`src/qmcm_pkg.sv`:
```
// ----------------------------------------------------------------------------
// qmcm_pkg: shared constants
// Field widths, request and register codes, and the exp(-x) step table used
// by the mask coefficient MAC unit and its channel interfaces.
// ----------------------------------------------------------------------------
`default_nettype none

package qmcm_pkg;

    // field widths
    localparam int CH_W     = 6;
    localparam int COEFF_W  = 16;
    localparam int SAMPLE_W = 8;
    localparam int LOGIT_W  = 16;
    localparam int PROB_W   = 8;
    localparam int CFG_IDX_W  = 8;
    localparam int CFG_DATA_W = 16;

    // request kinds
    localparam logic REQ_LOAD   = 1'b0;
    localparam logic REQ_SAMPLE = 1'b1;

    // register indexes
    localparam logic [CFG_IDX_W-1:0] CFG_SCALE    = 8'd0;
    localparam logic [CFG_IDX_W-1:0] CFG_ZERO     = 8'd1;
    localparam logic [CFG_IDX_W-1:0] CFG_SIGMOID  = 8'd2;
    localparam logic [CFG_IDX_W-1:0] CFG_CHANNELS = 8'd3;

    // register reset values
    localparam logic [15:0] SCALE_RST    = 16'd256;
    localparam logic [7:0]  ZERO_RST     = 8'd0;
    localparam logic        SIGMOID_RST  = 1'b1;
    localparam logic [6:0]  CHANNELS_RST = 7'd32;

    // exp(-2^(i-8)) in Q0.16, one entry per logit magnitude bit
    function automatic logic [15:0] exp_k(input logic [3:0] idx);
        logic [15:0] k;
        case (idx)
            4'd0:    k = 16'd65280;
            4'd1:    k = 16'd65026;
            4'd2:    k = 16'd64520;
            4'd3:    k = 16'd63520;
            4'd4:    k = 16'd61565;
            4'd5:    k = 16'd57835;
            4'd6:    k = 16'd51039;
            4'd7:    k = 16'd39750;
            4'd8:    k = 16'd24109;
            4'd9:    k = 16'd8869;
            4'd10:   k = 16'd1200;
            default: k = 16'd0;
        endcase
        return k;
    endfunction

endpackage

`default_nettype wire

```
`src/qmcm_if.sv`:
```
// ----------------------------------------------------------------------------
// qmcm_if: channel interfaces of the mask coefficient MAC unit
// Request stream, result stream and register write channel, each a
// valid/ready channel with a source and a sink modport.
// ----------------------------------------------------------------------------
`default_nettype none

// request stream: coefficient loads and proto samples
interface qmcm_req_if;
    logic                             valid;
    logic                             ready;
    logic                             req_type;
    logic [qmcm_pkg::CH_W-1:0]        channel_index;
    logic signed [qmcm_pkg::COEFF_W-1:0]  coeff_value;
    logic signed [qmcm_pkg::SAMPLE_W-1:0] sample_value;

    modport source (output valid, output req_type, output channel_index,
                    output coeff_value, output sample_value, input ready);
    modport sink   (input valid, input req_type, input channel_index,
                    input coeff_value, input sample_value, output ready);
endinterface

// result stream: one item per finished pixel
interface qmcm_rsp_if;
    logic                                valid;
    logic                                ready;
    logic signed [qmcm_pkg::LOGIT_W-1:0] logit_value;
    logic [qmcm_pkg::PROB_W-1:0]         probability;

    modport source (output valid, output logit_value, output probability, input ready);
    modport sink   (input valid, input logit_value, input probability, output ready);
endinterface

// register write channel
interface qmcm_cfg_if;
    logic                              valid;
    logic                              ready;
    logic [qmcm_pkg::CFG_IDX_W-1:0]    index;
    logic [qmcm_pkg::CFG_DATA_W-1:0]   data;

    modport source (output valid, output index, output data, input ready);
    modport sink   (input valid, input index, input data, output ready);
endinterface

`default_nettype wire

```
`src/quantized_mask_coefficient_mac_unit.sv`:
```
// ----------------------------------------------------------------------------
// quantized_mask_coefficient_mac_unit: mask coefficient MAC with sigmoid
// Loads Q4.12 coefficients into a store and sums zero-point corrected int8
// proto samples times their coefficients; the last channel gives a Q8.8
// logit and an optional 8-bit probability.
// ----------------------------------------------------------------------------
// Usage
//   req: coefficient loads (req_type 0) and proto samples (req_type 1).
//   rsp: one item per pixel, on the sample of the last channel.
//   cfg: register writes, always ready; write only while the unit is idle.
// Sequence
//   A load is written while idle. A sample that is not the last of its pixel
//   steps through coefficient read, multiply and accumulate. The last sample
//   goes on through scale, round and the sigmoid check to the result register
//   with sigmoid off or saturated; otherwise it also passes the exp(-x) multiply
//   chain, the divider set-up and the bit-per-cycle divider of the probability.
//   One item is worked on at a time; req.ready is high only when idle.
// Reset
//   Registers take their reset values and the running sum is cleared. The
//   coefficient store is not cleared; load every used channel first.
// Stall
//   A result waits in the output register; the unit keeps taking requests
//   and only holds before writing the next result into a full register.
// ----------------------------------------------------------------------------
`default_nettype none

module quantized_mask_coefficient_mac_unit #(
    parameter int MAX_CHANNELS = 64
) (
    input  wire     clk,
    input  wire     rst_n,
    qmcm_req_if.sink    req,
    qmcm_rsp_if.source  rsp,
    qmcm_cfg_if.sink    cfg
);
    import qmcm_pkg::*;

    localparam int AW = (MAX_CHANNELS > 1) ? $clog2(MAX_CHANNELS) : 1;
    localparam logic [8:0] MAX_CNT = 9'(MAX_CHANNELS);

    // sequencer states
    localparam logic [3:0] ST_IDLE  = 4'd0;
    localparam logic [3:0] ST_MUL   = 4'd1;
    localparam logic [3:0] ST_ACC   = 4'd2;
    localparam logic [3:0] ST_SCALE = 4'd3;
    localparam logic [3:0] ST_RND   = 4'd4;
    localparam logic [3:0] ST_SIG   = 4'd5;
    localparam logic [3:0] ST_EXP   = 4'd6;
    localparam logic [3:0] ST_DSET  = 4'd7;
    localparam logic [3:0] ST_DIV   = 4'd8;
    localparam logic [3:0] ST_FIN   = 4'd9;

    // coefficient store
    logic [COEFF_W-1:0] coeff_mem [MAX_CHANNELS];
    logic signed [COEFF_W-1:0] coef_rd_reg;

    // registers
    logic [3:0]         state_reg, state_next;
    logic signed [8:0]  centered_reg, centered_next;
    logic               last_reg, last_next;
    logic signed [24:0] prod_reg, prod_next;
    logic [31:0]        sum_reg, sum_next;
    logic signed [48:0] scaled_reg, scaled_next;
    logic signed [15:0] logit_reg, logit_next;
    logic [10:0]        mag_reg, mag_next;
    logic [16:0]        e_reg, e_next;
    logic [3:0]         idx_reg, idx_next;
    logic [25:0]        rem_reg, rem_next;
    logic [18:0]        dvsr_reg, dvsr_next;
    logic [3:0]         k_reg, k_next;
    logic [8:0]         quot_reg, quot_next;
    logic [7:0]         prob_reg, prob_next;
    logic               out_valid_reg, out_valid_next;
    logic signed [15:0] out_logit_reg, out_logit_next;
    logic [7:0]         out_prob_reg, out_prob_next;
    logic [15:0]        scale_reg;
    logic [7:0]         zero_reg;
    logic               sig_en_reg;
    logic [6:0]         count_reg;

    // combinational helpers
    logic               req_xfer;
    logic [8:0]         cnt_eff;
    logic [8:0]         ch_ext;
    logic               load_hit;
    logic               sample_hit;
    logic [AW-1:0]      mem_addr;
    logic signed [49:0] rounded;
    logic signed [29:0] shifted;
    logic signed [16:0] logit_ext;
    logic [16:0]        logit_mag;
    logic [32:0]        exp_prod;
    logic [17:0]        dsum;
    logic [26:0]        trial;

    assign req.ready = (state_reg == ST_IDLE);
    assign req_xfer  = req.valid && req.ready;
    assign cfg.ready = 1'b1;

    assign rsp.valid       = out_valid_reg;
    assign rsp.logit_value = out_logit_reg;
    assign rsp.probability = out_prob_reg;

    // effective channel count: 0 acts as 1, clipped to the store depth
    always_comb
    begin
        cnt_eff = (count_reg == 7'd0) ? 9'd1 : 9'(count_reg);
        if (cnt_eff > MAX_CNT)
        begin
            cnt_eff = MAX_CNT;
        end
    end

    assign ch_ext     = 9'(req.channel_index);
    assign mem_addr   = AW'(req.channel_index);
    assign load_hit   = req_xfer && (req.req_type == REQ_LOAD) && (ch_ext < MAX_CNT);
    assign sample_hit = req_xfer && (req.req_type == REQ_SAMPLE) && (ch_ext < cnt_eff);

    // store write on a load, registered read on a sample
    always_ff @(posedge clk)
    begin
        if (load_hit)
        begin
            coeff_mem[mem_addr] <= req.coeff_value;
        end
        if (sample_hit)
        begin
            coef_rd_reg <= coeff_mem[mem_addr];
        end
    end

    // datapath helpers
    assign rounded   = 50'(scaled_reg) + 50'sd524288;
    assign shifted   = 30'(rounded >>> 20);
    assign logit_ext = 17'(logit_reg);
    assign logit_mag = logit_ext[16] ? 17'(-logit_ext) : 17'(logit_ext);
    assign exp_prod  = e_reg * exp_k(idx_reg) + 33'd32768;
    assign dsum      = 18'(e_reg) + 18'd65536;
    assign trial     = 27'(dvsr_reg) << k_reg;

    // sequencer and datapath next values
    always_comb
    begin
        state_next     = state_reg;
        centered_next  = centered_reg;
        last_next      = last_reg;
        prod_next      = prod_reg;
        sum_next       = sum_reg;
        scaled_next    = scaled_reg;
        logit_next     = logit_reg;
        mag_next       = mag_reg;
        e_next         = e_reg;
        idx_next       = idx_reg;
        rem_next       = rem_reg;
        dvsr_next      = dvsr_reg;
        k_next         = k_reg;
        quot_next      = quot_reg;
        prob_next      = prob_reg;
        out_logit_next = out_logit_reg;
        out_prob_next  = out_prob_reg;
        out_valid_next = out_valid_reg && !rsp.ready;

        case (state_reg)
            ST_IDLE:
            begin
                if (sample_hit)
                begin
                    centered_next = 9'(req.sample_value) - 9'($signed(zero_reg));
                    last_next     = (ch_ext == cnt_eff - 9'd1);
                    state_next    = ST_MUL;
                end
            end
            ST_MUL:
            begin
                prod_next  = centered_reg * coef_rd_reg;
                state_next = ST_ACC;
            end
            ST_ACC:
            begin
                sum_next   = sum_reg + 32'(prod_reg);
                state_next = last_reg ? ST_SCALE : ST_IDLE;
            end
            ST_SCALE:
            begin
                scaled_next = $signed(sum_reg) * $signed({1'b0, scale_reg});
                state_next  = ST_RND;
            end
            ST_RND:
            begin
                // floor((sum * scale + 2^19) / 2^20), saturated to Q8.8
                if (shifted > 30'sd32767)
                begin
                    logit_next = 16'sh7fff;
                end
                else if (shifted < -30'sd32768)
                begin
                    logit_next = 16'sh8000;
                end
                else
                begin
                    logit_next = 16'(shifted);
                end
                sum_next   = 32'd0;
                state_next = ST_SIG;
            end
            ST_SIG:
            begin
                if (!sig_en_reg)
                begin
                    prob_next  = 8'd0;
                    state_next = ST_FIN;
                end
                else if (logit_mag >= 17'd2048)
                begin
                    prob_next  = logit_reg[15] ? 8'd0 : 8'd255;
                    state_next = ST_FIN;
                end
                else
                begin
                    mag_next   = logit_mag[10:0];
                    e_next     = 17'd65536;
                    idx_next   = 4'd0;
                    state_next = ST_EXP;
                end
            end
            ST_EXP:
            begin
                // one magnitude bit per cycle
                if (mag_reg[idx_reg])
                begin
                    e_next = exp_prod[32:16];
                end
                if (idx_reg == 4'd10)
                begin
                    state_next = ST_DSET;
                end
                else
                begin
                    idx_next = idx_reg + 4'd1;
                end
            end
            ST_DSET:
            begin
                dvsr_next = {dsum, 1'b0};
                if (logit_reg[15])
                begin
                    rem_next = 26'(e_reg) * 26'd510 + 26'(dsum);
                end
                else
                begin
                    rem_next = 26'd33423360 + 26'(dsum);
                end
                quot_next  = 9'd0;
                k_next     = 4'd8;
                state_next = ST_DIV;
            end
            ST_DIV:
            begin
                // restoring divide, one quotient bit per cycle
                if ({1'b0, rem_reg} >= trial)
                begin
                    rem_next  = rem_reg - trial[25:0];
                    quot_next = quot_reg | (9'd1 << k_reg);
                end
                if (k_reg == 4'd0)
                begin
                    state_next = ST_FIN;
                end
                else
                begin
                    k_next = k_reg - 4'd1;
                end
            end
            ST_FIN:
            begin
                if (!out_valid_reg || rsp.ready)
                begin
                    out_valid_next = 1'b1;
                    out_logit_next = logit_reg;
                    out_prob_next  = sig_en_reg && (logit_mag < 17'd2048) ? quot_reg[7:0]
                                                                          : prob_reg;
                    state_next     = ST_IDLE;
                end
            end
            default:
            begin
                state_next = ST_IDLE;
            end
        endcase
    end

    // control registers
    always_ff @(posedge clk or negedge rst_n)
    begin
        if (!rst_n)
        begin
            state_reg     <= ST_IDLE;
            sum_reg       <= 32'd0;
            out_valid_reg <= 1'b0;
            scale_reg     <= SCALE_RST;
            zero_reg      <= ZERO_RST;
            sig_en_reg    <= SIGMOID_RST;
            count_reg     <= CHANNELS_RST;
        end
        else
        begin
            state_reg     <= state_next;
            sum_reg       <= sum_next;
            out_valid_reg <= out_valid_next;
            if (cfg.valid && cfg.ready)
            begin
                case (cfg.index)
                    CFG_SCALE:    scale_reg  <= cfg.data;
                    CFG_ZERO:     zero_reg   <= cfg.data[7:0];
                    CFG_SIGMOID:  sig_en_reg <= cfg.data[0];
                    CFG_CHANNELS: count_reg  <= cfg.data[6:0];
                    default:      ;
                endcase
            end
        end
    end

    // payload registers
    always_ff @(posedge clk)
    begin
        centered_reg  <= centered_next;
        last_reg      <= last_next;
        prod_reg      <= prod_next;
        scaled_reg    <= scaled_next;
        logit_reg     <= logit_next;
        mag_reg       <= mag_next;
        e_reg         <= e_next;
        idx_reg       <= idx_next;
        rem_reg       <= rem_next;
        dvsr_reg      <= dvsr_next;
        k_reg         <= k_next;
        quot_reg      <= quot_next;
        prob_reg      <= prob_next;
        out_logit_reg <= out_logit_next;
        out_prob_reg  <= out_prob_next;
    end

    // the running sum starts every pixel from zero
    a_sum_cleared: assert property (@(posedge clk) disable iff (!rst_n)
        (state_reg == ST_RND) |=> (sum_reg == 32'd0))
        else $error("running sum not cleared after pixel");

    // exp(-x) never grows above 1.0
    a_exp_bound: assert property (@(posedge clk) disable iff (!rst_n)
        (state_reg == ST_EXP) |-> (e_reg <= 17'd65536))
        else $error("exp chain above one");

    // the probability quotient fits in eight bits
    a_quot_range: assert property (@(posedge clk) disable iff (!rst_n)
        (state_reg == ST_DIV && k_reg == 4'd0) |=> (quot_reg[8] == 1'b0))
        else $error("probability quotient overflow");

    // a result is only written when the output register is free
    a_no_overwrite: assert property (@(posedge clk) disable iff (!rst_n)
        (state_reg == ST_FIN && out_valid_reg && !rsp.ready) |=> (state_reg == ST_FIN))
        else $error("result written over a pending one");

endmodule

`default_nettype wire

```
`src/flat_wrapper.sv`:
```
// flat-port wrapper written by rule: the top's interface ports become plain ports
module quantized_mask_coefficient_mac_unit_flat import qmcm_pkg::*;
#(
    parameter int MAX_CHANNELS = 64
)
  (clk, rst_n, req_valid, req_req_type, req_channel_index, req_coeff_value, req_sample_value, req_ready, rsp_valid, rsp_logit_value, rsp_probability, rsp_ready, cfg_valid, cfg_index, cfg_data, cfg_ready);
  qmcm_req_if req_i ();
  qmcm_rsp_if rsp_i ();
  qmcm_cfg_if cfg_i ();
  input  wire clk;
  input  wire rst_n;
  input wire logic [$bits(req_i.valid)-1:0] req_valid;
  input wire logic [$bits(req_i.req_type)-1:0] req_req_type;
  input wire logic [$bits(req_i.channel_index)-1:0] req_channel_index;
  input wire logic [$bits(req_i.coeff_value)-1:0] req_coeff_value;
  input wire logic [$bits(req_i.sample_value)-1:0] req_sample_value;
  output wire logic [$bits(req_i.ready)-1:0] req_ready;
  output wire logic [$bits(rsp_i.valid)-1:0] rsp_valid;
  output wire logic [$bits(rsp_i.logit_value)-1:0] rsp_logit_value;
  output wire logic [$bits(rsp_i.probability)-1:0] rsp_probability;
  input wire logic [$bits(rsp_i.ready)-1:0] rsp_ready;
  input wire logic [$bits(cfg_i.valid)-1:0] cfg_valid;
  input wire logic [$bits(cfg_i.index)-1:0] cfg_index;
  input wire logic [$bits(cfg_i.data)-1:0] cfg_data;
  output wire logic [$bits(cfg_i.ready)-1:0] cfg_ready;
  assign req_i.valid = req_valid;
  assign req_i.req_type = req_req_type;
  assign req_i.channel_index = req_channel_index;
  assign req_i.coeff_value = req_coeff_value;
  assign req_i.sample_value = req_sample_value;
  assign req_ready = req_i.ready;
  assign rsp_valid = rsp_i.valid;
  assign rsp_logit_value = rsp_i.logit_value;
  assign rsp_probability = rsp_i.probability;
  assign rsp_i.ready = rsp_ready;
  assign cfg_i.valid = cfg_valid;
  assign cfg_i.index = cfg_index;
  assign cfg_i.data = cfg_data;
  assign cfg_ready = cfg_i.ready;
  quantized_mask_coefficient_mac_unit #(.MAX_CHANNELS(MAX_CHANNELS)) u_core (.clk(clk), .rst_n(rst_n), .req(req_i), .rsp(rsp_i), .cfg(cfg_i));
endmodule
```
`config.mk`:
```
export PLATFORM = sky130hd
export DESIGN_NAME = quantized_mask_coefficient_mac_unit_flat
export DESIGN_NICKNAME = d
export VERILOG_FILES = /design/src/qmcm_pkg.sv /design/src/qmcm_if.sv /design/src/quantized_mask_coefficient_mac_unit.sv /design/src/flat_wrapper.sv
export SDC_FILE = /design/constraint.sdc
export NUM_CORES = 2
export LEC_CHECK = 0
export ABC_AREA = 1
export BUFFER_PORTS_ARGS = -buffer_cell sky130_fd_sc_hd__buf_2
export CAP_MARGIN = 25
export CORE_MARGIN = 2
export CORE_UTILIZATION = 65
export CTS_CLUSTER_SIZE = 40
export DETAILED_ROUTE_END_ITERATION = 10
export MAX_ROUTING_LAYER = met4
export PLACE_DENSITY_LB_ADDON = 0.12
export SYNTH_ARGS = -nofsm -noshare
export SYNTH_HDL_FRONTEND = slang
export SYNTH_SLANG_ARGS = --single-unit
```
`constraint.sdc`:
```
create_clock -name clk -period 13.4 [get_ports clk]
set_clock_uncertainty 0.15 [all_clocks]
set_input_delay 1.34 -clock clk [delete_from_list [all_inputs] [get_ports clk]]
set_output_delay 1.34 -clock clk [all_outputs]
set_load 0.02 [all_outputs]
```
==> impl_results.md <==
* FFs w/ async S/R, synth at 5.24%
* Sort of element at the end of the critical path: register
* Total global routing track utilization at 36.7%
* 1st-iter DRT viols at 6455
* Core region area at 0.140 mm^2
* Final cell area excluding filler cells at 0.0992 mm^2
* Post-synthesis to final-layout area growth at 8.04%
* Share of layout cells above drive strength 1 at 6.24%
* Power density over the cells at 187 mW/mm^2
* Setup tns final at 0 ps
* Gate count of the mapped netlist at 9173
* Max-slew headroom at the worst pin at 22.4%
* Worst slew pin tran at 1160 ps
* Biggest cell delay along the critical path at 850 ps
* Number of hold-repair buffers added at the cts stage at 0
* Number of buffers between clock root and the deepest sink at 3
* Max Cap Violations at 0
* I/O pin total at 87
* Share of the cycle needed by the critical path after routing at 51.9%
* Library cell used as clock root buffer: sky130_fd_sc_hd__clkbuf_16
* Cell area after technology mapping at 0.0918 mm^2
* Total leakage power at 0.0444 uW
* Mean area per synthesized cell at 10.0 um^2
* Flip-flop count of the largest register after layout at 1024
* Final routed wirelength across all metal layers at 252000 um
* Final Hold Violating Endpoints at 0
* Share of synthesized cell area in full adder, half adder and majority cells at 25.3%
* Placed Instance Area at 0.0945 mm^2
* R2R setup slack at 6450 ps
* Syn Nets at 10.6k
* TritonCTS clock tree: done
* Critical path's most frequent cell: sky130_fd_sc_hd__fa_1
* Maximum number of pins on one net before global-route repair at 126
* Leftover overflow at the end of global routing at 0
* Parity-gate share of the synthesized area counting xor and xnor cells at 1.42%
* Type of element launching the critical path: register
* Synthesized-area fraction occupied by and/or/nand/nor cells at 13.6%
* Fraction of the yosys area taken by sequential cells at 42.6%
* Worst hold margin at 295 ps
* Global-route wire length before repair at 391000 um
* Highest clock rate at 144 MHz
* Biggest fanout along the worst timing path at 18
* Routability congestion estimate at 0.964
* Layout net count at 10.6k
* Post-route antenna net violation count at 0
* Total via count after detailed routing at 66.4k
* Endpoints failing setup at 0
* Number of vias per cell at 5.93
* Die area at 0.144 mm^2
* Yosys warning count at 0
* DIE WIDTH at 380 um
* Insertion delay to the later sink of the worst-skew pair at 800 ps
* Category of cells accounting for the largest share of critical-path delay: adder cells
* Most common library cell in the layout ignoring fill and taps: sky130_fd_sc_hd__nand2_1
* Type of the worst setup path: register to register
* Antenna violations before repair at 8
* Final Max Tran Viols at 0
* # DRC at 0
* Number of buffers inserted by port buffering at 85
* Compound-cell area share of the yosys netlist at 7.78%
* Buffers plus inverters on the worst setup path at 4
* Total clock buffers created by CTS at 140
* Shortest clock period the worst path allows after layout at 6950 ps
* Estimated wirelength of the detail-placed design at 176000 um
* Routed length per instance at 22.5 um
* Pre-antenna DRT Iters at 6
* Main synth FF type: sky130_fd_sc_hd__edfxtp_1
* Post-synthesis mux area share at 0.153%
* Highest-count cells in the layout ignoring fill and taps: sky130_fd_sc_hd__nand2_1, sky130_fd_sc_hd__inv_1, sky130_fd_sc_hd__edfxtp_1
* Via count of the first global-routing pass at 67.6k
* RSZ-0062 raised after global routing: no
* Crit path required time at 13830 ps
* Vertical die dimension at 380 um
* Synth cell types at 74
* H-tree depth reported by CTS at 4
* Synth Register Bits at 1318
* Number of rows created at floorplan at 137
* Count of flip-flops with a built-in enable after synthesis at 1233
* Filler instances at 10.3k
* Series of cell instances along the critical path: nand2_1 > inv_1 > fa_1 > fa_1 > fa_1 > fa_1 > inv_1 > fa_1 > inv_1 > fa_1 > ha_1 > nand2_1 > nor2_1 > inv_1 > nor4_1 > nand3_1 > nand3_1 > xor2_1
* # resized after CTS at 0
* Run status: finished clean
* Worst hold-check path type: input pin to asynchronous set/reset pin
* Critical path data arrival time at 7380 ps
* Total clock sinks at 1318
* Post-CTS Setup Repair Bufs at 0
* Initial core utilization at 65.6%
* Clock transition at the registers of the reported paths at 70 ps
* Combinational family with the most area after synthesis: adder cells
* Worst IR drop on VDD at 0.276 mV
* CP max stage cell: sky130_fd_sc_hd__fa_1
layer usage:
layer  track usage [%]  routed length, um
met4              15.9              12000
met3              5.66              23500
met5                 -                  0
met1              48.8              99700
met2              56.8             117000
cell type report:
class	count	area, um^2	share of cell area, %
multi-input combinational	5639	44400	44.8
sequential	1318	39100	39.4
antenna	8	20.0	0.0202
timing repair buffer	257	1830	1.84
clock buffer	177	3710	3.75
inverter	1836	6910	6.96
clock inverter	78	840	0.847
tap	1876	2350	2.37
power breakdown:
| part | internal (uW) | switching [uW] | leakage [uW] |
|---|---|---|---|
| clock | 2120 | 1690 | 0.00218 |
| sequential | 4810 | 373 | 0.0122 |
| combinational | 3320 | 6230 | 0.0301 |
synth_stat cells, types with 5 or more instances:
master                      instances  share of area (%)
sky130_fd_sc_hd__a21boi_0           7              0.057
sky130_fd_sc_hd__a21o_1            25               0.20
sky130_fd_sc_hd__a21oi_1          304                1.7
sky130_fd_sc_hd__a221oi_1         115                1.1
sky130_fd_sc_hd__a22o_1            47               0.45
sky130_fd_sc_hd__a22oi_1          174                1.4
sky130_fd_sc_hd__a31oi_1           50               0.34
sky130_fd_sc_hd__and3_1             5              0.034
sky130_fd_sc_hd__buf_1             28               0.11
sky130_fd_sc_hd__buf_2             20               0.11
sky130_fd_sc_hd__clkbuf_1         329                1.3
sky130_fd_sc_hd__clkinv_1          10              0.041
sky130_fd_sc_hd__dfrtp_1           66                1.8
sky130_fd_sc_hd__dfxtp_1           16               0.35
sky130_fd_sc_hd__edfxtp_1        1233                 40
sky130_fd_sc_hd__fa_1             888                 19
sky130_fd_sc_hd__ha_1             436                5.9
sky130_fd_sc_hd__inv_1           1819                7.4
sky130_fd_sc_hd__inv_2              7              0.029
sky130_fd_sc_hd__mux2_2             8              0.098
sky130_fd_sc_hd__mux2i_1            5              0.055
sky130_fd_sc_hd__nand2_1         2157                8.8
sky130_fd_sc_hd__nand2_2           25               0.17
sky130_fd_sc_hd__nand3_1          157               0.86
sky130_fd_sc_hd__nand3_2            8              0.087
sky130_fd_sc_hd__nand3b_1          13               0.11
sky130_fd_sc_hd__nand4_1          165                1.1
sky130_fd_sc_hd__nor2_1           373                1.5
sky130_fd_sc_hd__nor2_2             7              0.048
sky130_fd_sc_hd__nor3_1            58               0.32
sky130_fd_sc_hd__nor3b_1            6              0.049
sky130_fd_sc_hd__nor4_1            14              0.095
sky130_fd_sc_hd__o211ai_1           5              0.041
sky130_fd_sc_hd__o21a_1            22               0.18
sky130_fd_sc_hd__o21ai_0          261                1.4
sky130_fd_sc_hd__o21bai_1          30               0.25
sky130_fd_sc_hd__o221ai_1           8              0.076
sky130_fd_sc_hd__o22ai_1            7              0.048
sky130_fd_sc_hd__o2bb2ai_1         20               0.19
sky130_fd_sc_hd__o31ai_1            7              0.057
sky130_fd_sc_hd__or2_1              6              0.041
sky130_fd_sc_hd__or2_2             33               0.22
sky130_fd_sc_hd__xnor2_1           57               0.54
sky130_fd_sc_hd__xor2_1            92               0.88
worst paths after layout:
kind | startpoint | end | depth (start not counted)
worst max-delay path | u_core.sum_reg[31] | u_core.scaled_reg[41] | 18
worst max register to register | u_core.sum_reg[31] | u_core.scaled_reg[41] | 18
worst min register to register | u_core.logit_reg[3] | u_core.rsp.logit_value[3] | 0
worst min-delay path | rst_n | u_core.scale_reg[9] | 1
min in group clk | u_core.logit_reg[3] | u_core.rsp.logit_value[3] | 0
max in group asynchronous | rst_n | u_core.sum_reg[4] | 2
worst register-to-register path, cell delays in order (launching register included):
cell                      delay, ps
sky130_fd_sc_hd__dfrtp_1        750
sky130_fd_sc_hd__nand2_1        190
sky130_fd_sc_hd__inv_1          160
sky130_fd_sc_hd__fa_1           510
sky130_fd_sc_hd__fa_1           860
sky130_fd_sc_hd__fa_1           520
sky130_fd_sc_hd__fa_1           540
sky130_fd_sc_hd__inv_1           50
sky130_fd_sc_hd__fa_1           470
sky130_fd_sc_hd__inv_1           50
sky130_fd_sc_hd__fa_1           440
sky130_fd_sc_hd__ha_1           370
sky130_fd_sc_hd__nand2_1        180
sky130_fd_sc_hd__nor2_1         280
sky130_fd_sc_hd__inv_1          120
sky130_fd_sc_hd__nor4_1         450
sky130_fd_sc_hd__nand3_1        170
sky130_fd_sc_hd__nand3_1        200
sky130_fd_sc_hd__xor2_1         290
per-stage QoR:
step           util, %  instances  power, uW  setup WS, ps
6_report          70.9      11189      18500          6450
5_1_grt           70.9      11184      20000          6130
4_1_cts           70.8      11178      18500          6580
3_5_place_dp      67.6      10923      14600          6620
3_3_place_gp      67.5      10918      14500          6490
2_1_floorplan        -       9173      12000          7200
logic make-up after synthesis:
kind of cell,count (synthesis)
AO/OA/AOI/OAI,1113
flip-flops,1318
adder cells (fa/ha/maj),1324
other,1
AND/OR/NAND/NOR,3039
multiplexers,13
XOR/XNOR,149
buffers and inverters,2216
(Power assumes the default switching activity.)
